**src/rtl/core/image_half_downsampler_unit_assert.svh**
```systemverilog
// Assertion macros for the half downsampler.
`ifndef IMAGE_HALF_DOWNSAMPLER_UNIT_ASSERT_SVH
`define IMAGE_HALF_DOWNSAMPLER_UNIT_ASSERT_SVH

// Same-cycle implication, disabled during reset.
`define IHD_ASSERT_IMPL(label, clk, rst_n, ante, cons) \
	label: assert property (@(posedge clk) disable iff (!(rst_n)) (ante) |-> (cons)) \
		else $error("ihd assertion failed");

// Next-cycle implication, disabled during reset.
`define IHD_ASSERT_NEXT(label, clk, rst_n, ante, cons) \
	label: assert property (@(posedge clk) disable iff (!(rst_n)) (ante) |=> (cons)) \
		else $error("ihd assertion failed");

`endif

```
**src/rtl/core/ihd_pkg.sv**
```systemverilog
// Shared constants, types and helpers of the half downsampler.
package ihd_pkg;

	localparam int MAX_WIDTH    = 2048;
	localparam int COL_W        = $clog2(MAX_WIDTH);
	localparam int WIDTH_REG_W  = 12;
	localparam int HEIGHT_REG_W = 13;
	localparam int ROW_W        = 12;
	localparam int HEIGHT_LIMIT = 4096;
	localparam int PIX_W        = 8;
	localparam int EW_MIN_W     = $clog2(MAX_WIDTH + 1);
	localparam int EW_W         = (EW_MIN_W > WIDTH_REG_W) ? EW_MIN_W : WIDTH_REG_W;

	localparam int CFG_IDX_W  = 2;
	localparam int CFG_DATA_W = 13;

	typedef logic [CFG_IDX_W-1:0] cfg_idx_t;

	localparam cfg_idx_t REG_IMAGE_WIDTH  = cfg_idx_t'(0);
	localparam cfg_idx_t REG_IMAGE_HEIGHT = cfg_idx_t'(1);

	localparam logic [WIDTH_REG_W-1:0]  WIDTH_RESET  = WIDTH_REG_W'(640);
	localparam logic [HEIGHT_REG_W-1:0] HEIGHT_RESET = HEIGHT_REG_W'(480);

	// Position of the pixel being transferred, its parity bits and end-of-row/frame flags
	typedef struct packed {
		logic [COL_W-1:0] col;
		logic             row_odd;
		logic             col_odd;
		logic             row_end;
		logic             frame_end;
	} pos_t;

	typedef struct packed {
		logic s1_valid;
		logic s1_free;
		logic s1_has_result;
	} avg_status_t;

	function automatic logic [EW_W-1:0] clamp_width(input logic [WIDTH_REG_W-1:0] w);
		logic [EW_W-1:0] ext;
		ext = EW_W'(w);
		if (ext < EW_W'(2))
			return EW_W'(2);
		else if (ext > EW_W'(MAX_WIDTH))
			return EW_W'(MAX_WIDTH);
		else
			return ext;
	endfunction

	function automatic logic [HEIGHT_REG_W-1:0] clamp_height(
		input logic [HEIGHT_REG_W-1:0] h);
		if (h < HEIGHT_REG_W'(2))
			return HEIGHT_REG_W'(2);
		else if (h > HEIGHT_REG_W'(HEIGHT_LIMIT))
			return HEIGHT_REG_W'(HEIGHT_LIMIT);
		else
			return h;
	endfunction

	function automatic logic [PIX_W-1:0] round_avg(input logic [PIX_W-1:0] a,
		input logic [PIX_W-1:0] b);
		logic [PIX_W:0] sum;
		sum = (PIX_W+1)'(a) + (PIX_W+1)'(b) + (PIX_W+1)'(1);
		return sum[PIX_W:1];
	endfunction

endpackage

```
**src/rtl/core/cfg_write_if.sv**
```systemverilog
// Configuration register write channel.
interface cfg_write_if;
	logic                           valid;
	logic                           ready;
	logic [ihd_pkg::CFG_IDX_W-1:0]  index;
	logic [ihd_pkg::CFG_DATA_W-1:0] data;

	modport source (output valid, output index, output data, input ready);
	modport sink   (input valid, input index, input data, output ready);
endinterface

```
**src/rtl/core/ihd_position.sv**
```systemverilog
// Config registers and raster column/row counters.
module ihd_position (
	input  logic          clk,
	input  logic          arst_n,
	cfg_write_if.sink     cfg,
	input  logic          advance,
	output ihd_pkg::pos_t pos
);
	import ihd_pkg::*;

	logic [WIDTH_REG_W-1:0]  width_q;
	logic [HEIGHT_REG_W-1:0] height_q;
	logic [COL_W-1:0]        col_q;
	logic [ROW_W-1:0]        row_q;

	logic [EW_W-1:0]         w_eff;
	logic [HEIGHT_REG_W-1:0] h_eff;
	logic [EW_W-1:0]         last_col;
	logic [HEIGHT_REG_W-1:0] last_row;
	logic                    col_wrap;
	logic                    row_wrap;

	assign cfg.ready = 1'b1;

	assign w_eff    = clamp_width(width_q);
	assign h_eff    = clamp_height(height_q);
	assign last_col = {w_eff[EW_W-1:1], 1'b0} - EW_W'(1);
	assign last_row = {h_eff[HEIGHT_REG_W-1:1], 1'b0} - HEIGHT_REG_W'(1);

	// >= so a counter left beyond a shrunk size wraps at its next advance
	assign col_wrap = (EW_W'(col_q) + EW_W'(1)) >= w_eff;
	assign row_wrap = (HEIGHT_REG_W'(row_q) + HEIGHT_REG_W'(1)) >= h_eff;

	always_comb begin
		pos.col       = col_q;
		pos.row_odd   = row_q[0];
		pos.col_odd   = col_q[0];
		pos.row_end   = EW_W'(col_q) == last_col;
		pos.frame_end = (EW_W'(col_q) == last_col) && (HEIGHT_REG_W'(row_q) == last_row);
	end

	always_ff @(posedge clk or negedge arst_n) begin
		if (!arst_n) begin
			width_q  <= WIDTH_RESET;
			height_q <= HEIGHT_RESET;
		end else if (cfg.valid) begin
			case (cfg.index)
				REG_IMAGE_WIDTH:  width_q  <= cfg.data[WIDTH_REG_W-1:0];
				REG_IMAGE_HEIGHT: height_q <= cfg.data[HEIGHT_REG_W-1:0];
				default: ;
			endcase
		end
	end

	always_ff @(posedge clk or negedge arst_n) begin
		if (!arst_n) begin
			col_q <= '0;
			row_q <= '0;
		end else if (advance) begin
			if (col_wrap) begin
				col_q <= '0;
				row_q <= row_wrap ? '0 : row_q + ROW_W'(1);
			end else begin
				col_q <= col_q + COL_W'(1);
			end
		end
	end
endmodule

```
**src/flat_wrapper.sv**
```systemverilog
// flat-port wrapper written by rule: the top's interface ports become plain ports
module ihd_position_flat import ihd_pkg::*;
  (clk, arst_n, advance, pos, cfg_valid, cfg_index, cfg_data, cfg_ready);
  cfg_write_if cfg_i ();
  input  logic clk;
  input  logic arst_n;
  input  logic advance;
  output ihd_pkg::pos_t pos;
  input wire logic [$bits(cfg_i.valid)-1:0] cfg_valid;
  input wire logic [$bits(cfg_i.index)-1:0] cfg_index;
  input wire logic [$bits(cfg_i.data)-1:0] cfg_data;
  output wire logic [$bits(cfg_i.ready)-1:0] cfg_ready;
  assign cfg_i.valid = cfg_valid;
  assign cfg_i.index = cfg_index;
  assign cfg_i.data = cfg_data;
  assign cfg_ready = cfg_i.ready;
  ihd_position u_core (.clk(clk), .arst_n(arst_n), .cfg(cfg_i), .advance(advance), .pos(pos));
endmodule
```
**config.mk**
```make
export PLATFORM = sky130hd
export DESIGN_NAME = ihd_position_flat
export DESIGN_NICKNAME = d
export VERILOG_FILES = /design/src/rtl/core/image_half_downsampler_unit_assert.svh /design/src/rtl/core/ihd_pkg.sv /design/src/rtl/core/cfg_write_if.sv /design/src/rtl/core/ihd_position.sv /design/src/flat_wrapper.sv
export SDC_FILE = /design/constraint.sdc
export NUM_CORES = 1
export LEC_CHECK = 0
export BUFFER_PORTS_ARGS = -buffer_cell sky130_fd_sc_hd__buf_2
export CORE_MARGIN = 8
export CORE_UTILIZATION = 55
export CTS_CLUSTER_SIZE = 24
export DETAILED_ROUTE_END_ITERATION = 12
export PLACE_DENSITY = 0.87
export SETUP_SLACK_MARGIN = 0.15
export SYNTH_ARGS = -nofsm -noshare
export SYNTH_HDL_FRONTEND = slang
export SYNTH_SLANG_ARGS = --single-unit
```
**constraint.sdc**
```tcl
create_clock -name clk -period 5.19 [get_ports clk]
set_input_delay 1.038 -clock clk [delete_from_list [all_inputs] [get_ports clk]]
set_output_delay 1.038 -clock clk [all_outputs]
set_load 0.005 [all_outputs]
```
==> metrics.md <==
| Metric | Value |
|---|---|
| Top cell type by total area after synthesis | `dfrtp_1` |
| EDFF count, synth | `0` |
| Total Nets Final | `498` |
| Simple-Gate Fraction of Synth Area | `21.4%` |
| Share of layout cells above drive strength 1 | `18.2%` |
| Final Util | `60.9%` |
| Slew headroom | `26.3%` |
| GRT Resource Usage Total | `19.3%` |
| Vias in the first global route | `3264` |
| Die height | `100 µm` |
| Post-DP HPWL | `7020 µm` |
| Final setup violation count | `0` |
| Clk slew on worst S/H paths | `0.09 ns` |
| Clk_lat worst skew | `0.31 ns` |
| Count leader, synth | `dfrtp_1` |
| Syn. warnings | `0` |
| Vias per cell | `6.22` |
| Die area | `10100 µm²` |
| Clock Skew | `0.00526 ns` |
| Routability cong. | `0.962` |
| FFs w/ async S/R, synth | `100%` |
| Post-synth top area share | `26.8%` |
| Fmax | `0.205 GHz` |
| Routed Antenna Nets | `0` |
| Via count | `3402` |
| Worst slew pin tran | `1.10 ns` |
| H-tree Lvls | `2` |
| Crit path launch type | `flip-flop` |
| Post-Synthesis Cells | `446` |
| Clock Tree Buf Depth | `2` |
| Final TNS setup | `0 ns` |
| WP data required | `4.15 ns` |
| CTS Buf Count | `5` |
| #FFs+latches synth | `48` |
| Outcome | `complete, no violations` |
| Synth Area in Adders | `9.27%` |
| CP arrival | `3.83 ns` |
| Largest family of logic cells by synthesized area | `simple AND/OR/NAND/NOR gates` |
| Leading register cell type out of synthesis | `dfrtp_1` |
| Drt drc | `0` |
| Syn Std Cell Area | `3920 µm²` |
| Placed cell area | `4060 µm²` |
| Iter 0 DRT Violations | `365` |
| Critical path class | `flip-flop to output pin` |
| Inserted Diodes | `0` |
| Top post-synthesis cells by area | `dfrtp_1 (27%), ha_1 (9.3%), mux2_2 (6.6%), xnor2_1 (4.7%), dfstp_2 (4.0%)` |
| Final Max Tran Viols | `0` |
| Worst vdd ir | `0.000236 V` |
| CTS tree | `yes` |
| Row count | `30` |
| Post-synthesis mux area share | `7.12%` |
| Leakage Power | `1.83 nW` |
| Area delta synth->final | `6.17%` |
| IO Count | `35` |
| Starting Density | `57.3%` |
| Power density over the cells | `368 nW/µm²` |
| CTS Hold Buffers Added | `0` |
| Largest net degree at the start of global routing | `49` |
| First-pass GRT wire length | `15900 µm` |
| Count of cell types in the netlist | `66` |
| WHS | `0.532 ns` |
| Core area | `6830 µm²` |
| Final instance area | `4160 µm²` |
| Routed length per instance | `17.0 µm` |
| Initial antenna violation count | `0` |
| Post-Synth XOR/XNOR Area | `8.63%` |
| Min cycle time layout | `4.87 ns` |
| Worst setup EP type | `output pin` |
| Tcrit/Tclk final | `93.8%` |
| Seq/Total Area, Yosys | `30.9%` |
| Unrepaired setup endpoints after global routing | `false` |
| MaxCap Viol Count | `0` |
| Worst Hold Class | `flip-flop to flip-flop` |
| Die width | `100 µm` |
| Drt pass-1 iters | `6` |
| Final Hold Viols | `0` |
| Commonest cells in the netlist | `dfrtp_1 (42), nand2_1 (40), o21ai_0 (31), clkbuf_1 (30), ha_1 (29)` |
| I/O Buffers | `33` |
| Routed Wire Length | `9280 µm` |
| Total congestion overflow | `0` |
| Post-Syn Nets | `494` |
| CTS Sinks | `48` |
| Synth Area in Compound Gates | `16.6%` |
| Clk root buf | `clkbuf_8` |
| Max FO, Critical Path | `8` |
| Avg Cell Area, Syn | `8.78 µm²` |
## stage by stage
step	cells	power (mW)	setup slack (ns)
floorplan	446	1.11	1.01
global placement	539	1.24	0.745
detailed placement	539	1.28	0.672
CTS	547	1.52	0.283
global route	547	1.66	0.152
finish	547	1.53	0.322
## cells by family after synthesis
logic type                 after synthesis
and+or+nand+nor                        155
AOI/OAI and AO/OA                       94
buffers and inverters                   57
DFF                                     48
xor gates and xnor gates                37
adders and majority gates               29
muxes                                   25
other                                    1
## placed cells by master, fill, tap and decap left out, types with 15 or more instances in the layout
cell,n
dfrtp_1,42
nand2_1,40
buf_2,33
o21ai_0,31
ha_1,28
mux2_2,23
xnor2_1,21
inv_1,20
nand3_1,20
xor2_1,15
## where the power goes
group | internal (mW) | switching, mW
sequential | 0.456 | 0.154
combinational | 0.323 | 0.362
clock | 0.0968 | 0.139
total | 0.876 | 0.655
## state kept, by name, indices dropped and copies added (netlist names)
name,cells
u_core.row_q,12
u_core.col_q,11
u_core.width_q,12
u_core.height_q,13
## worst paths after layout
path / start / end / slack (ns) / cells past startpoint
setup / recovery: u_core.height_q[4]$_DFFE_PN0P_ / pos[0] / 0.32 / 11
hold reg to reg: u_core.height_q[0]$_DFFE_PN0P_ / u_core.height_q[0]$_DFFE_PN0P_ / 0.53 / 1
max in group asynchronous: arst_n / u_core.col_q[9]$_DFFE_PN0P_ / 3.62 / 1
min in group asynchronous: arst_n / u_core.row_q[10]$_DFFE_PN0P_ / 0.91 / 1
hold / removal: u_core.height_q[0]$_DFFE_PN0P_ / u_core.height_q[0]$_DFFE_PN0P_ / 0.53 / 1
setup reg to reg: u_core.height_q[4]$_DFFE_PN0P_ / u_core.row_q[0]$_DFFE_PN0P_ / 1.32 / 10
## what timing repair did
action                                  CTS  global route
gates resized for setup                   0             3
buffers inserted                          0             0
endpoints found under the setup margin    0             1
## worst max-delay path, cell delays in order, from the launching register on
cell and delay, ns:
dfrtp_1 0.47, or4_4 0.54, or4_1 0.54, a2bb2oi_1 0.22, ha_2 0.28, xnor2_1 0.18
xnor2_1 0.15, o2111a_1 0.24, nand4_1 0.11, a2111oi_0 0.40, and4bb_1 0.27, buf_2 0.13
## final cells by class
class,count,area [µm²]
multi-input combinational,341,2490
clock inverter,3,22.5
fill,589,2670
inverter,20,75.1
timing repair buffer,34,173
sequential,48,1210
tap,96,120
clock buffer,5,68.8
## layer usage
metal | GRT usage, % | vias to the layer above | wire [µm]
li1 | - | 1630 | -
met4 | 5.58 | 0 | 119
met5 | 0 | - | 0
met3 | 3.25 | 9 | 545
met2 | 31.0 | 133 | 4340
met1 | 25.9 | 1630 | 4280
Note: power is estimated with default switching activity, not from simulation.
