===== src/rtl/core/image_half_downsampler_unit_assert.svh =====
// Assertion macros for the half downsampler.
`ifndef IMAGE_HALF_DOWNSAMPLER_UNIT_ASSERT_SVH
`define IMAGE_HALF_DOWNSAMPLER_UNIT_ASSERT_SVH

// Same-cycle implication, disabled during reset.
`define IHD_ASSERT_IMPL(label, clk, rst_n, ante, cons) \
	label: assert property (@(posedge clk) disable iff (!(rst_n)) (ante) |-> (cons)) \
		else $error("ihd assertion failed");

// Next-cycle implication, disabled during reset.
`define IHD_ASSERT_NEXT(label, clk, rst_n, ante, cons) \
	label: assert property (@(posedge clk) disable iff (!(rst_n)) (ante) |=> (cons)) \
		else $error("ihd assertion failed");

`endif


===== src/rtl/core/ihd_pkg.sv =====
// Shared constants, types and helpers of the half downsampler.
package ihd_pkg;

	localparam int MAX_WIDTH    = 2048;
	localparam int COL_W        = $clog2(MAX_WIDTH);
	localparam int WIDTH_REG_W  = 12;
	localparam int HEIGHT_REG_W = 13;
	localparam int ROW_W        = 12;
	localparam int HEIGHT_LIMIT = 4096;
	localparam int PIX_W        = 8;
	localparam int EW_MIN_W     = $clog2(MAX_WIDTH + 1);
	localparam int EW_W         = (EW_MIN_W > WIDTH_REG_W) ? EW_MIN_W : WIDTH_REG_W;

	localparam int CFG_IDX_W  = 2;
	localparam int CFG_DATA_W = 13;

	typedef logic [CFG_IDX_W-1:0] cfg_idx_t;

	localparam cfg_idx_t REG_IMAGE_WIDTH  = cfg_idx_t'(0);
	localparam cfg_idx_t REG_IMAGE_HEIGHT = cfg_idx_t'(1);

	localparam logic [WIDTH_REG_W-1:0]  WIDTH_RESET  = WIDTH_REG_W'(640);
	localparam logic [HEIGHT_REG_W-1:0] HEIGHT_RESET = HEIGHT_REG_W'(480);

	// Position of the pixel being transferred, its parity bits and end-of-row/frame flags
	typedef struct packed {
		logic [COL_W-1:0] col;
		logic             row_odd;
		logic             col_odd;
		logic             row_end;
		logic             frame_end;
	} pos_t;

	typedef struct packed {
		logic s1_valid;
		logic s1_free;
		logic s1_has_result;
	} avg_status_t;

	function automatic logic [EW_W-1:0] clamp_width(input logic [WIDTH_REG_W-1:0] w);
		logic [EW_W-1:0] ext;
		ext = EW_W'(w);
		if (ext < EW_W'(2))
			return EW_W'(2);
		else if (ext > EW_W'(MAX_WIDTH))
			return EW_W'(MAX_WIDTH);
		else
			return ext;
	endfunction

	function automatic logic [HEIGHT_REG_W-1:0] clamp_height(
		input logic [HEIGHT_REG_W-1:0] h);
		if (h < HEIGHT_REG_W'(2))
			return HEIGHT_REG_W'(2);
		else if (h > HEIGHT_REG_W'(HEIGHT_LIMIT))
			return HEIGHT_REG_W'(HEIGHT_LIMIT);
		else
			return h;
	endfunction

	function automatic logic [PIX_W-1:0] round_avg(input logic [PIX_W-1:0] a,
		input logic [PIX_W-1:0] b);
		logic [PIX_W:0] sum;
		sum = (PIX_W+1)'(a) + (PIX_W+1)'(b) + (PIX_W+1)'(1);
		return sum[PIX_W:1];
	endfunction

endpackage


===== src/rtl/core/pixel_out_if.sv =====
// Output pixel channel.
interface pixel_out_if;
	logic                      valid;
	logic                      ready;
	logic [ihd_pkg::PIX_W-1:0] pixel_out;
	logic                      row_end;
	logic                      frame_end;

	modport source (output valid, output pixel_out, output row_end, output frame_end,
		input ready);
	modport sink   (input valid, input pixel_out, input row_end, input frame_end,
		output ready);
endinterface


===== src/rtl/core/ihd_average.sv =====
// Vertical and horizontal rounding averages, held average and output register.
module ihd_average (
	input  logic                      clk,
	input  logic                      arst_n,
	input  logic                      load,
	input  ihd_pkg::pos_t             pos,
	input  logic [ihd_pkg::PIX_W-1:0] pixel,
	input  logic [ihd_pkg::PIX_W-1:0] above,
	pixel_out_if.source               pix_out,
	output ihd_pkg::avg_status_t      status
);
	import ihd_pkg::*;

	logic             valid_s1;
	pos_t             pos_s1;
	logic [PIX_W-1:0] pixel_s1;
	logic [PIX_W-1:0] held_q;

	logic             out_valid_q;
	logic [PIX_W-1:0] out_pixel_q;
	logic             out_row_end_q;
	logic             out_frame_end_q;

	logic [PIX_W-1:0] vert_avg;
	logic             has_result;
	logic             out_free;
	logic             s1_free;
	logic             take;

	// above lines up with stage 1: the line store read is registered
	assign vert_avg   = round_avg(above, pixel_s1);
	assign has_result = pos_s1.row_odd && pos_s1.col_odd;
	assign out_free   = !out_valid_q || pix_out.ready;
	assign s1_free    = !valid_s1 || !has_result || out_free;
	assign take       = valid_s1 && s1_free;

	always_ff @(posedge clk or negedge arst_n) begin
		if (!arst_n)
			valid_s1 <= 1'b0;
		else if (s1_free)
			valid_s1 <= load;
	end

	always_ff @(posedge clk) begin
		if (load) begin
			pos_s1   <= pos;
			pixel_s1 <= pixel;
		end
	end

	always_ff @(posedge clk or negedge arst_n) begin
		if (!arst_n)
			held_q <= '0;
		else if (take && pos_s1.row_odd && !pos_s1.col_odd)
			held_q <= vert_avg;
	end

	always_ff @(posedge clk or negedge arst_n) begin
		if (!arst_n)
			out_valid_q <= 1'b0;
		else if (out_free)
			out_valid_q <= take && has_result;
	end

	always_ff @(posedge clk) begin
		if (out_free && take && has_result) begin
			out_pixel_q     <= round_avg(held_q, vert_avg);
			out_row_end_q   <= pos_s1.row_end;
			out_frame_end_q <= pos_s1.frame_end;
		end
	end

	assign pix_out.valid     = out_valid_q;
	assign pix_out.pixel_out = out_pixel_q;
	assign pix_out.row_end   = out_row_end_q;
	assign pix_out.frame_end = out_frame_end_q;

	always_comb begin
		status.s1_valid      = valid_s1;
		status.s1_free       = s1_free;
		status.s1_has_result = has_result;
	end
endmodule


===== src/flat_wrapper.sv =====
// flat-port wrapper written by rule: the top's interface ports become plain ports
module ihd_average_flat import ihd_pkg::*;
  (clk, arst_n, load, pos, pixel, above, status, pix_out_valid, pix_out_pixel_out, pix_out_row_end, pix_out_frame_end, pix_out_ready);
  pixel_out_if pix_out_i ();
  input  logic clk;
  input  logic arst_n;
  input  logic load;
  input  ihd_pkg::pos_t pos;
  input  logic [ihd_pkg::PIX_W-1:0] pixel;
  input  logic [ihd_pkg::PIX_W-1:0] above;
  output ihd_pkg::avg_status_t status;
  output wire logic [$bits(pix_out_i.valid)-1:0] pix_out_valid;
  output wire logic [$bits(pix_out_i.pixel_out)-1:0] pix_out_pixel_out;
  output wire logic [$bits(pix_out_i.row_end)-1:0] pix_out_row_end;
  output wire logic [$bits(pix_out_i.frame_end)-1:0] pix_out_frame_end;
  input wire logic [$bits(pix_out_i.ready)-1:0] pix_out_ready;
  assign pix_out_valid = pix_out_i.valid;
  assign pix_out_pixel_out = pix_out_i.pixel_out;
  assign pix_out_row_end = pix_out_i.row_end;
  assign pix_out_frame_end = pix_out_i.frame_end;
  assign pix_out_i.ready = pix_out_ready;
  ihd_average u_core (.clk(clk), .arst_n(arst_n), .load(load), .pos(pos), .pixel(pixel), .above(above), .pix_out(pix_out_i), .status(status));
endmodule

===== config.mk =====
export PLATFORM = sky130hd
export DESIGN_NAME = ihd_average_flat
export DESIGN_NICKNAME = d
export VERILOG_FILES = /design/src/rtl/core/image_half_downsampler_unit_assert.svh /design/src/rtl/core/ihd_pkg.sv /design/src/rtl/core/pixel_out_if.sv /design/src/rtl/core/ihd_average.sv /design/src/flat_wrapper.sv
export SDC_FILE = /design/constraint.sdc
export NUM_CORES = 1
export LEC_CHECK = 0
export ABC_AREA = 1
export ABC_CLOCK_PERIOD_IN_PS = 2770
export BUFFER_PORTS_ARGS = -buffer_cell sky130_fd_sc_hd__buf_2
export CAP_MARGIN = 10
export CORE_MARGIN = 1.5
export CORE_UTILIZATION = 54
export CTS_BUF_LIST = sky130_fd_sc_hd__clkbuf_2
export CTS_CLUSTER_DIAMETER = 40
export DETAILED_ROUTE_END_ITERATION = 8
export GPL_ROUTABILITY_DRIVEN = 0
export GPL_TIMING_DRIVEN = 0
export PLACE_DENSITY_LB_ADDON = 0.08
export SLEW_MARGIN = 15
export SYNTH_ARGS = -nofsm -noshare
export SYNTH_HDL_FRONTEND = slang
export SYNTH_SLANG_ARGS = --single-unit

===== constraint.sdc =====
create_clock -name clk -period 2.77 [get_ports clk]
set_input_delay 0.4155 -clock clk [delete_from_list [all_inputs] [get_ports clk]]
set_output_delay 0.4155 -clock clk [all_outputs]
set_load 0.1 [all_outputs]

==> results.sh, run 1 <==
export IMPL_combPwrFrac_pct=41.2
export IMPL_final_cell_mix="nand2_1, buf_2, inv_1"
export IMPL_p_total_w=0.001625
export IMPL_antenna_cells=0
export IMPL_core_region_area_um2=3078
export IMPL_drt_iter0_markers=35
export IMPL_fin_crit_sh_pct=92.46
export IMPL_crit_top_cell="nand2_1"
export IMPL_min_path_cells=1
export IMPL_critical_path_cell_chain="inv_1 -> nand2_1 -> inv_1 -> fa_1 -> o21ai_1 -> nand3_1 -> nand2_1 -> nand2_1 -> and2_1 -> ha_1 -> nand2_1 -> inv_1 -> a21boi_1 -> nand2_1 -> nand2_1 -> nand2_1"
export IMPL_ioPinCount=49
export IMPL_fin_setup_tns_ns=0
export IMPL_finalSetupViolCount=0
export IMPL_cts_root_buf="clkbuf_2"
export IMPL_ys_warn_count=0
export IMPL_startpoint_type="flop"
export IMPL_p_seq_share_pct=39.9
export IMPL_start_util_pct=57.44
export IMPL_synth_fp_nets=237
export IMPL_grt_pass1_vias=1343
export IMPL_worst_slew_pin_transition_ns=0.7678
export IMPL_criticalPathCategory="flop to flop"
export IMPL_required_ns=2.94
export IMPL_clk_pin_slew_ns=0.17
export IMPL_rrSetupSlack_ns=0.21
export IMPL_crit_path_max_fanout=5
export IMPL_status="finished clean"
export IMPL_drc=0
export IMPL_final_common_cell="nand2_1"
export IMPL_holdPathEnd="u_core.pos_s1[1]"
export IMPL_rsz0062_at_grt="no"
export IMPL_period_minus_slack_ns=2.561
export IMPL_max_freq_ghz=0.3905
export IMPL_cpPeakStageDelay_ns=0.44
export IMPL_nNetsFinal=282
export IMPL_swShare_pct=39.31
export IMPL_hpwlAfterDp_um=2345
export IMPL_antenna_found_initial=0
export IMPL_cts_resized=0
export IMPL_wl_um=2966
export IMPL_cp_end_kind="flop"
export IMPL_irDropWorstVdd_mv=0.4843
export IMPL_track_usage_pct=19.82
export IMPL_slew_limit_headroom_pct=48.63
export IMPL_p_int_w=0.0009863
export IMPL_clock_latency_ns=0.38
export IMPL_worstPathArrival_ns=2.73
export IMPL_ys_ff_latch=32
export IMPL_p_leak_nw=1.071
export IMPL_cts_made_buffers=5
export IMPL_die_y_um=60.22
export IMPL_ff2ff_path_depth=16
export IMPL_vias_per_cell=4.743
export IMPL_cts_num_sinks=32
export IMPL_r2r_start="u_core.pixel_s1[0]"
export IMPL_cts_tree="done"
export IMPL_die_area_um2=3626
export IMPL_grt_max_degree=14
export IMPL_hp_class="input pin to flop"
export IMPL_numPortBuffers=37
export IMPL_pwr_share_clk_pct=18.9
export IMPL_final_hold_viol_count=0
export IMPL_core_rowCount=20
export IMPL_yosysSeqAreaShare_pct=51.52
export IMPL_globalRoute_totalOverflow=0
export IMPL_avgRoutedWirePerCell_um=10.75
export IMPL_dpl_cell_area_um2=2008
export IMPL_dieWidth_um=60.22
export IMPL_cp_slowest_cell="fa_1"
export IMPL_synth_distinct_cells=25
export IMPL_cts_buffer_depth=2
export IMPL_hold_worst_slack_ns=0.1968
export IMPL_maxSlewViolCount=0
export IMPL_ant_nets=0
export IMPL_reg2reg_to="u_core.pix_out.pixel_out[6]"
export IMPL_via_count=1309
export IMPL_hp_start="pos[1]"
export IMPL_skew_ns=0.02023
export IMPL_syn_area_per_cell_um2=9.505
export IMPL_finish_instance_area_um2=2081
export IMPL_syn_inst=186
export IMPL_cts_htree_levels=2
export IMPL_cts_setup_buffers=0
export IMPL_drive_gt1_share_pct=21.12
export IMPL_switchingPower_w=0.0006390
export IMPL_drt_pass1_iterations=5
export IMPL_grt_pass1_wl_um=5223
export IMPL_syn2layout_area_growth_pct=17.69
export IMPL_power_density_nw_per_um2=781.1
export IMPL_drv_cap=0
export IMPL_syn_area_um2=1768
timing repair:
item | 4_1_cts | 5_1_grt
hold buffers | 1 | 0
setup endpoints to repair | 0 | 0
endpoints found under the hold margin | 10 | 0
layout make-up:
type	instances	area (um2)
buffer	3	22.52
sequential	32	910.9
tap	44	55.05
clock buffer	5	25.02
fill	259	997.2
clock inverter	3	37.54
multi-input combinational	124	733.2
inverter	27	101.3
timing repair buffer	38	195.2
cells in the mapped netlist:
cell / instances / area, um2
o21ai_0: 1 / 5.000
nand3_1: 12 / 60.06
o21ai_1: 3 / 15.01
nor2_1: 9 / 33.78
or2_1: 1 / 6.260
a21boi_1: 1 / 7.510
nand2_1: 53 / 198.9
xor2_1: 6 / 52.55
a21oi_1: 10 / 50.05
nand2_2: 1 / 6.260
o21ai_2: 1 / 8.760
fa_1: 2 / 40.04
ha_1: 14 / 175.2
dfrtp_1: 10 / 250.2
o21bai_1: 1 / 7.510
nor2_4: 1 / 11.26
and2_1: 4 / 25.02
xnor2_1: 1 / 8.760
a21o_1: 1 / 7.510
inv_1: 26 / 97.59
edfxtp_1: 22 / 660.6
a31oi_1: 1 / 6.260
buf_4: 3 / 22.52
clkinv_1: 1 / 3.750
o21a_1: 1 / 7.510
layer usage:
metal	vias up	global-route usage, %	routed length, um
met4	0	12.06	81
met2	41	34.01	1497
met1	568	22.07	1263
met3	10	4.545	123
met5	-	0	0
li1	690	-	-
registers in the layout, indices dropped and copies added, names as in the netlist:
signal and flops:
u_core.held_q 8, u_core.pix_out.pixel_out 8, u_core.pixel_s1 8, u_core.pos_s1 4, u_core.pix_out.frame_end 1, u_core.pix_out.row_end 1
u_core.pix_out.valid 1, u_core.valid_s1 1
cells by family (layout without fill, tap and decap cells):
logic type      count (synthesis)  count (layout)  share of synthesized area [%]
simple gates                   81              81                          19.32
flops                          32              32                          51.52
buf+inv                        30              76                          7.006
compound gates                 20              20                          6.512
fa+ha+maj                      16              16                          12.17
xor+xnor                        7               7                          3.468
worst max-delay path, delay by kind of cell, from the launching register on:
| family | cells | cell delay [ns] |
|---|---|---|
| compound gates | 2 | 0.37 |
| flops | 1 | 0.35 |
| simple gates | 9 | 0.73 |
| fa+ha+maj | 2 | 0.78 |
| buf+inv | 3 | 0.15 |
power groups by stage:
stage / Combinational, W / Sequential (W) / Clock, W
4_1_cts: 0.000668 / 0.000650 / 0.000317
3_5_place_dp: 0.000664 / 0.000661 / 0
3_3_place_gp: 0.000631 / 0.000657 / 0
6_report: 0.000669 / 0.000649 / 0.000307
2_1_floorplan: 0.000406 / 0.000791 / 0
5_1_grt: 0.000752 / 0.000658 / 0.000329
worst max-delay path by stage:
| stage | to | slack [ns] | cells past startpoint | startpoint |
|---|---|---|---|---|
| 2_1_floorplan | u_core.pix_out.pixel_out[6] | 0.36 | 16 | above[0] |
| 3_3_place_gp | u_core.pix_out.pixel_out[6] | 0.15 | 17 | above[0] |
| 3_5_place_dp | u_core.pix_out.pixel_out[6] | 0.06 | 17 | above[0] |
| 4_1_cts | u_core.pix_out.pixel_out[6] | 0.21 | 16 | u_core.pixel_s1[0] |
| 5_1_grt | u_core.pix_out.pixel_out[6] | 0.02 | 16 | u_core.pixel_s1[0] |
| 6_report | u_core.pix_out.pixel_out[6] | 0.21 | 16 | u_core.pixel_s1[0] |
per-stage QoR:
stage,util [%],setup slack (ns),std cells
global placement,65.24,0.1467,267
CTS,67.60,0.2063,276
global route,67.60,0.01563,276
floorplan,-,0.3630,186
finish,67.60,0.2090,276
detailed placement,65.24,0.06272,267
Power figures use the tool's default switching activity.
==> run 2, diff against run 1 <==
--- a/config.mk
+++ b/config.mk
@@ -10,13 +10,14 @@
 export BUFFER_PORTS_ARGS = -buffer_cell sky130_fd_sc_hd__buf_2
 export CAP_MARGIN = 10
 export CORE_MARGIN = 1.5
-export CORE_UTILIZATION = 54
+export CORE_UTILIZATION = 40
 export CTS_BUF_LIST = sky130_fd_sc_hd__clkbuf_2
 export CTS_CLUSTER_DIAMETER = 40
 export DETAILED_ROUTE_END_ITERATION = 8
 export GPL_ROUTABILITY_DRIVEN = 0
 export GPL_TIMING_DRIVEN = 0
 export PLACE_DENSITY_LB_ADDON = 0.08
+export SETUP_SLACK_MARGIN = 0.02
 export SLEW_MARGIN = 15
 export SYNTH_ARGS = -nofsm -noshare
 export SYNTH_HDL_FRONTEND = slang
==> results.sh, run 2 (same netlist as run 1, synthesis figures left out) <==
export IMPL_status="finished clean"
export IMPL_crit_path_max_fanout=5
export IMPL_final_hold_viol_count=0
export IMPL_track_usage_pct=12.93
export IMPL_via_count=1283
export IMPL_cts_num_sinks=32
export IMPL_final_cell_mix="nand2_1, buf_2, inv_1"
export IMPL_fin_crit_sh_pct=90.55
export IMPL_fin_setup_tns_ns=0
export IMPL_syn2layout_area_growth_pct=18.12
export IMPL_worst_slew_pin_transition_ns=0.7854
export IMPL_cts_made_buffers=5
export IMPL_slew_limit_headroom_pct=47.45
export IMPL_skew_ns=0.01051
export IMPL_start_util_pct=42.96
export IMPL_die_area_um2=4827
export IMPL_hp_class="input pin to flop"
export IMPL_criticalPathCategory="flop to flop"
export IMPL_cts_setup_buffers=0
export IMPL_final_common_cell="nand2_1"
export IMPL_nNetsFinal=282
export IMPL_drt_iter0_markers=80
export IMPL_period_minus_slack_ns=2.508
export IMPL_maxSlewViolCount=0
export IMPL_numPortBuffers=37
export IMPL_grt_max_degree=14
export IMPL_rsz0062_at_grt="no"
export IMPL_p_leak_nw=1.071
export IMPL_dp_cells=273
export IMPL_cts_htree_levels=2
export IMPL_antenna_found_initial=0
export IMPL_hold_worst_slack_ns=0.2136
export IMPL_grt_pass1_wl_um=4947
export IMPL_clk_pin_slew_ns=0.17
export IMPL_drt_pass1_iterations=4
export IMPL_drc=0
export IMPL_cts_tree="done"
export IMPL_p_total_w=0.001604
export IMPL_layout_cells_non_filler=282
export IMPL_drive_gt1_share_pct=21.12
export IMPL_dieWidth_um=69.48
export IMPL_cts_root_buf="clkbuf_2"
export IMPL_grt_pass1_vias=1223
export IMPL_power_density_nw_per_um2=768.1
export IMPL_vias_per_cell=4.550
export IMPL_finalSetupViolCount=0
export IMPL_avgRoutedWirePerCell_um=9.752
export IMPL_fin_util_pct=50.74
export IMPL_required_ns=2.92
export IMPL_core_region_area_um2=4115
export IMPL_irDropWorstVdd_mv=0.3320
export IMPL_startpoint_type="flop"
export IMPL_ant_nets=0
export IMPL_die_y_um=69.48
export IMPL_antenna_cells=0
export IMPL_core_rowCount=23
export IMPL_cts_buffer_depth=2
export IMPL_globalRoute_totalOverflow=0
export IMPL_worstPathArrival_ns=2.66
export IMPL_clock_latency_ns=0.36
export IMPL_hpwlAfterDp_um=2216
export IMPL_ioPinCount=49
export IMPL_max_freq_ghz=0.3987
export IMPL_wl_um=2750
export IMPL_drv_cap=0
export IMPL_cp_end_kind="flop"
## run 2: critical path, cell delays in order (launching register included)
cell      delay, ns
edfxtp_1       0.40
ha_1           0.36
a21oi_1        0.20
nand2_2        0.10
nand2_1        0.08
nand3_1        0.10
and2_1         0.18
ha_1           0.32
a21o_1         0.23
a21boi_1       0.17
nand2_1        0.08
nand2_1        0.05
nand2_1        0.04
## run 2: worst paths after layout
check	from	to	slack (ns)	depth (start not counted)
min in group asynchronous	arst_n	u_core.held_q[4]	0.40	2
hold reg to reg	u_core.pos_s1[0]	u_core.pix_out.frame_end	0.45	0
hold / removal	pos[1]	u_core.pos_s1[1]	0.21	1
setup / recovery	u_core.pixel_s1[2]	u_core.pix_out.pixel_out[6]	0.26	12
max in group asynchronous	arst_n	u_core.held_q[2]	2.18	2
setup reg to reg	u_core.pixel_s1[2]	u_core.pix_out.pixel_out[6]	0.26	12
## run 2: through the flow
step	setup slack (ns)	instance area, um2
after floorplan	0.3630	1768
after global placement	0.1227	2016
after detailed placement	0.09286	2016
after CTS	0.2697	2088
after global routing	0.04411	2088
final	0.2616	2088
## run 2: cell type report
cell class	instances	area (um2)
Inverter	27	101.3
Fill cell	411	2027
Clock inverter	3	37.54
Multi-Input combinational cell	124	733.2
Clock buffer	5	25.02
Buffer	3	22.52
Sequential cell	32	910.9
Tap cell	50	62.56
Timing Repair Buffer	38	195.2
## run 2: power breakdown
group	internal, W	leakage, nW	switching (W)
sequential	0.000617	0.330	0.0000311
combinational	0.000221	0.703	0.000428
clock	0.000147	0.0380	0.000159
total	0.000985	1.07	0.000619
## run 2: repair_timing
item,in CTS,in global routing
endpoints found under the hold margin,10,0
hold buffers,1,0
resized for setup,0,0
## run 2: layer usage
metal	wire length, um	part of all wire (%)	GRT usage [%]
met4	58	2.1	5.882
met3	166	6.0	4.797
met1	1248	45	14.61
met5	0	0	0
met2	1276	46	21.69
==> run 3, diff against run 2 <==
--- a/config.mk
+++ b/config.mk
@@ -8,9 +8,9 @@
 export ABC_AREA = 1
 export ABC_CLOCK_PERIOD_IN_PS = 2770
 export BUFFER_PORTS_ARGS = -buffer_cell sky130_fd_sc_hd__buf_2
-export CAP_MARGIN = 10
+export CAP_MARGIN = 20
 export CORE_MARGIN = 1.5
-export CORE_UTILIZATION = 40
+export CORE_UTILIZATION = 25
 export CTS_BUF_LIST = sky130_fd_sc_hd__clkbuf_2
 export CTS_CLUSTER_DIAMETER = 40
 export DETAILED_ROUTE_END_ITERATION = 8
==> results.sh, run 3 (same netlist as run 1, synthesis figures left out) <==
export IMPL_seq_area_um2=910.9
export IMPL_multi_input_area_um2=733.2
export IMPL_cts_buffer_depth=2
export IMPL_criticalPathCategory="flop to flop"
export IMPL_skew_ns=0.01135
export IMPL_startpoint_type="flop"
export IMPL_final_hold_viol_count=0
export IMPL_start_util_pct=25.88
export IMPL_nNetsFinal=282
export IMPL_power_density_nw_per_um2=718.7
export IMPL_via_count=1261
export IMPL_clock_latency_ns=0.37
export IMPL_period_minus_slack_ns=2.493
export IMPL_avgRoutedWirePerCell_um=9.427
export IMPL_cts_made_buffers=5
export IMPL_globalRoute_totalOverflow=0
export IMPL_hpwlAfterDp_um=2510
export IMPL_antenna_cells=0
export IMPL_finalSetupViolCount=0
export IMPL_drive_gt1_share_pct=21.55
export IMPL_grtUsageMet1_pct=12.10
export IMPL_required_ns=2.92
export IMPL_critical_path_cell_chain="inv_1 -> nand2_1 -> inv_1 -> fa_1 -> o21ai_2 -> xor2_1 -> ha_1 -> a21oi_1 -> nand2_1 -> nand3_1 -> nand2_1 -> xor2_1"
export IMPL_core_rowCount=30
export IMPL_crit_buf_inv=2
export IMPL_wl_um=3092
export IMPL_track_usage_pct=9.488
export IMPL_top_usage_layer="met2"
export IMPL_drv_cap=0
export IMPL_hp_class="input pin to flop"
export IMPL_layout_cells_non_filler=328
export IMPL_cp_top_family="adder cells"
export IMPL_preCtsSetupSlack_ns=0.07767
export IMPL_cts_root_buf="clkbuf_2"
export IMPL_clk_pin_slew_ns=0.18
export IMPL_grt_pass1_vias=1264
export IMPL_cpPeakStageDelay_ns=0.43
export IMPL_slew_limit_headroom_pct=47.39
export IMPL_die_area_um2=7586
export IMPL_dp_cells=319
export IMPL_antenna_found_initial=0
export IMPL_die_y_um=87.10
export IMPL_rrSetupSlack_ns=0.28
export IMPL_final_cell_mix="nand2_1, buf_2, inv_1"
export IMPL_cp_end_kind="flop"
export IMPL_worst_slack_ns=0.2769
export IMPL_ioPinCount=49
export IMPL_cts_hold_buf=1
export IMPL_drt_pass1_iterations=4
export IMPL_rsz0062_at_grt="no"
export IMPL_numPortBuffers=37
export IMPL_cts_tree="done"
export IMPL_core_region_area_um2=6832
export IMPL_worst_slew_pin_transition_ns=0.7862
export IMPL_cts_htree_levels=2
export IMPL_vias_per_cell=3.845
export IMPL_dieWidth_um=87.10
export IMPL_ant_nets=0
export IMPL_irDropWorstVdd_mv=0.2150
export IMPL_nFillCells=770
export IMPL_grt_pass1_wl_um=5520
export IMPL_worstPathArrival_ns=2.64
export IMPL_grt_max_degree=14
export IMPL_p_leak_nw=1.063
export IMPL_cts_num_sinks=32
export IMPL_cp_slowest_cell="fa_1"
export IMPL_cts_setup_buffers=0
export IMPL_maxSlewViolCount=0
export IMPL_crit_top_cell="nand2_1"
export IMPL_status="finished clean"
export IMPL_drt_iter0_markers=36
export IMPL_crit_path_max_fanout=4
export IMPL_grt_met2_usage_pct=15.01
export IMPL_fin_setup_tns_ns=0
export IMPL_fin_util_pct=31.06
export IMPL_syn2layout_area_growth_pct=20.03
export IMPL_cts_resized=0
export IMPL_met3_usage_pct=3.128
export IMPL_max_freq_ghz=0.4011
export IMPL_drc=0
export IMPL_p_total_w=0.001525
export IMPL_fin_crit_sh_pct=90.00
export IMPL_final_common_cell="nand2_1"
run 3: cell types whose count changed in the layout (fill, tap and decap cells not counted), sizes merged:
cell	change
bufinv	-1
clkinv	+1
run 3: per-stage QoR:
step                area [um2]  hold WS, ns
floorplan                 1768       0.1199
global placement          2073       0.2926
detailed placement        2073       0.2957
CTS                       2122       0.1710
global route              2122       0.1403
finish                    2122       0.2043
run 3: layout make-up:
cell class	instances	area share [%]
well taps	96	5.660
flip-flops and latches	32	42.92
inverters	27	4.776
plain buffers	3	1.061
repair buffers	38	9.198
clock buffers	5	1.179
clock inverters	3	0.6486
multi-input cells	124	34.55
run 3: worst paths after layout:
kind | to | depth (start not counted) | startpoint
setup / recovery | u_core.pix_out.pixel_out[5] | 12 | u_core.pixel_s1[0]
hold / removal | u_core.pos_s1[0] | 1 | pos[0]
setup reg to reg | u_core.pix_out.pixel_out[5] | 12 | u_core.pixel_s1[0]
hold reg to reg | u_core.pix_out.row_end | 0 | u_core.pos_s1[1]
max in group asynchronous | u_core.held_q[2] | 2 | arst_n
min in group asynchronous | u_core.held_q[5] | 2 | arst_n
run 3: worst reg2reg max path: stages (launching register included):
cell and delay (ns):
edfxtp_1 0.36, inv_1 0.04, nand2_1 0.07, inv_1 0.05, fa_1 0.43, o21ai_2 0.22, xor2_1 0.26, ha_1 0.33
a21oi_1 0.14, nand2_1 0.09, nand3_1 0.07, nand2_1 0.08, xor2_1 0.15
run 3: layer usage:
metal  wire length (um)  up-vias
met1               1548      533
met5                  0        -
met4                 51        0
met3                147        5
met2               1344       28
li1                   -      695
run 3: power breakdown:
part           switching (W)  internal [W]
registers          0.0000320      0.000617
clock network       0.000165     0.0000566
logic               0.000434      0.000221
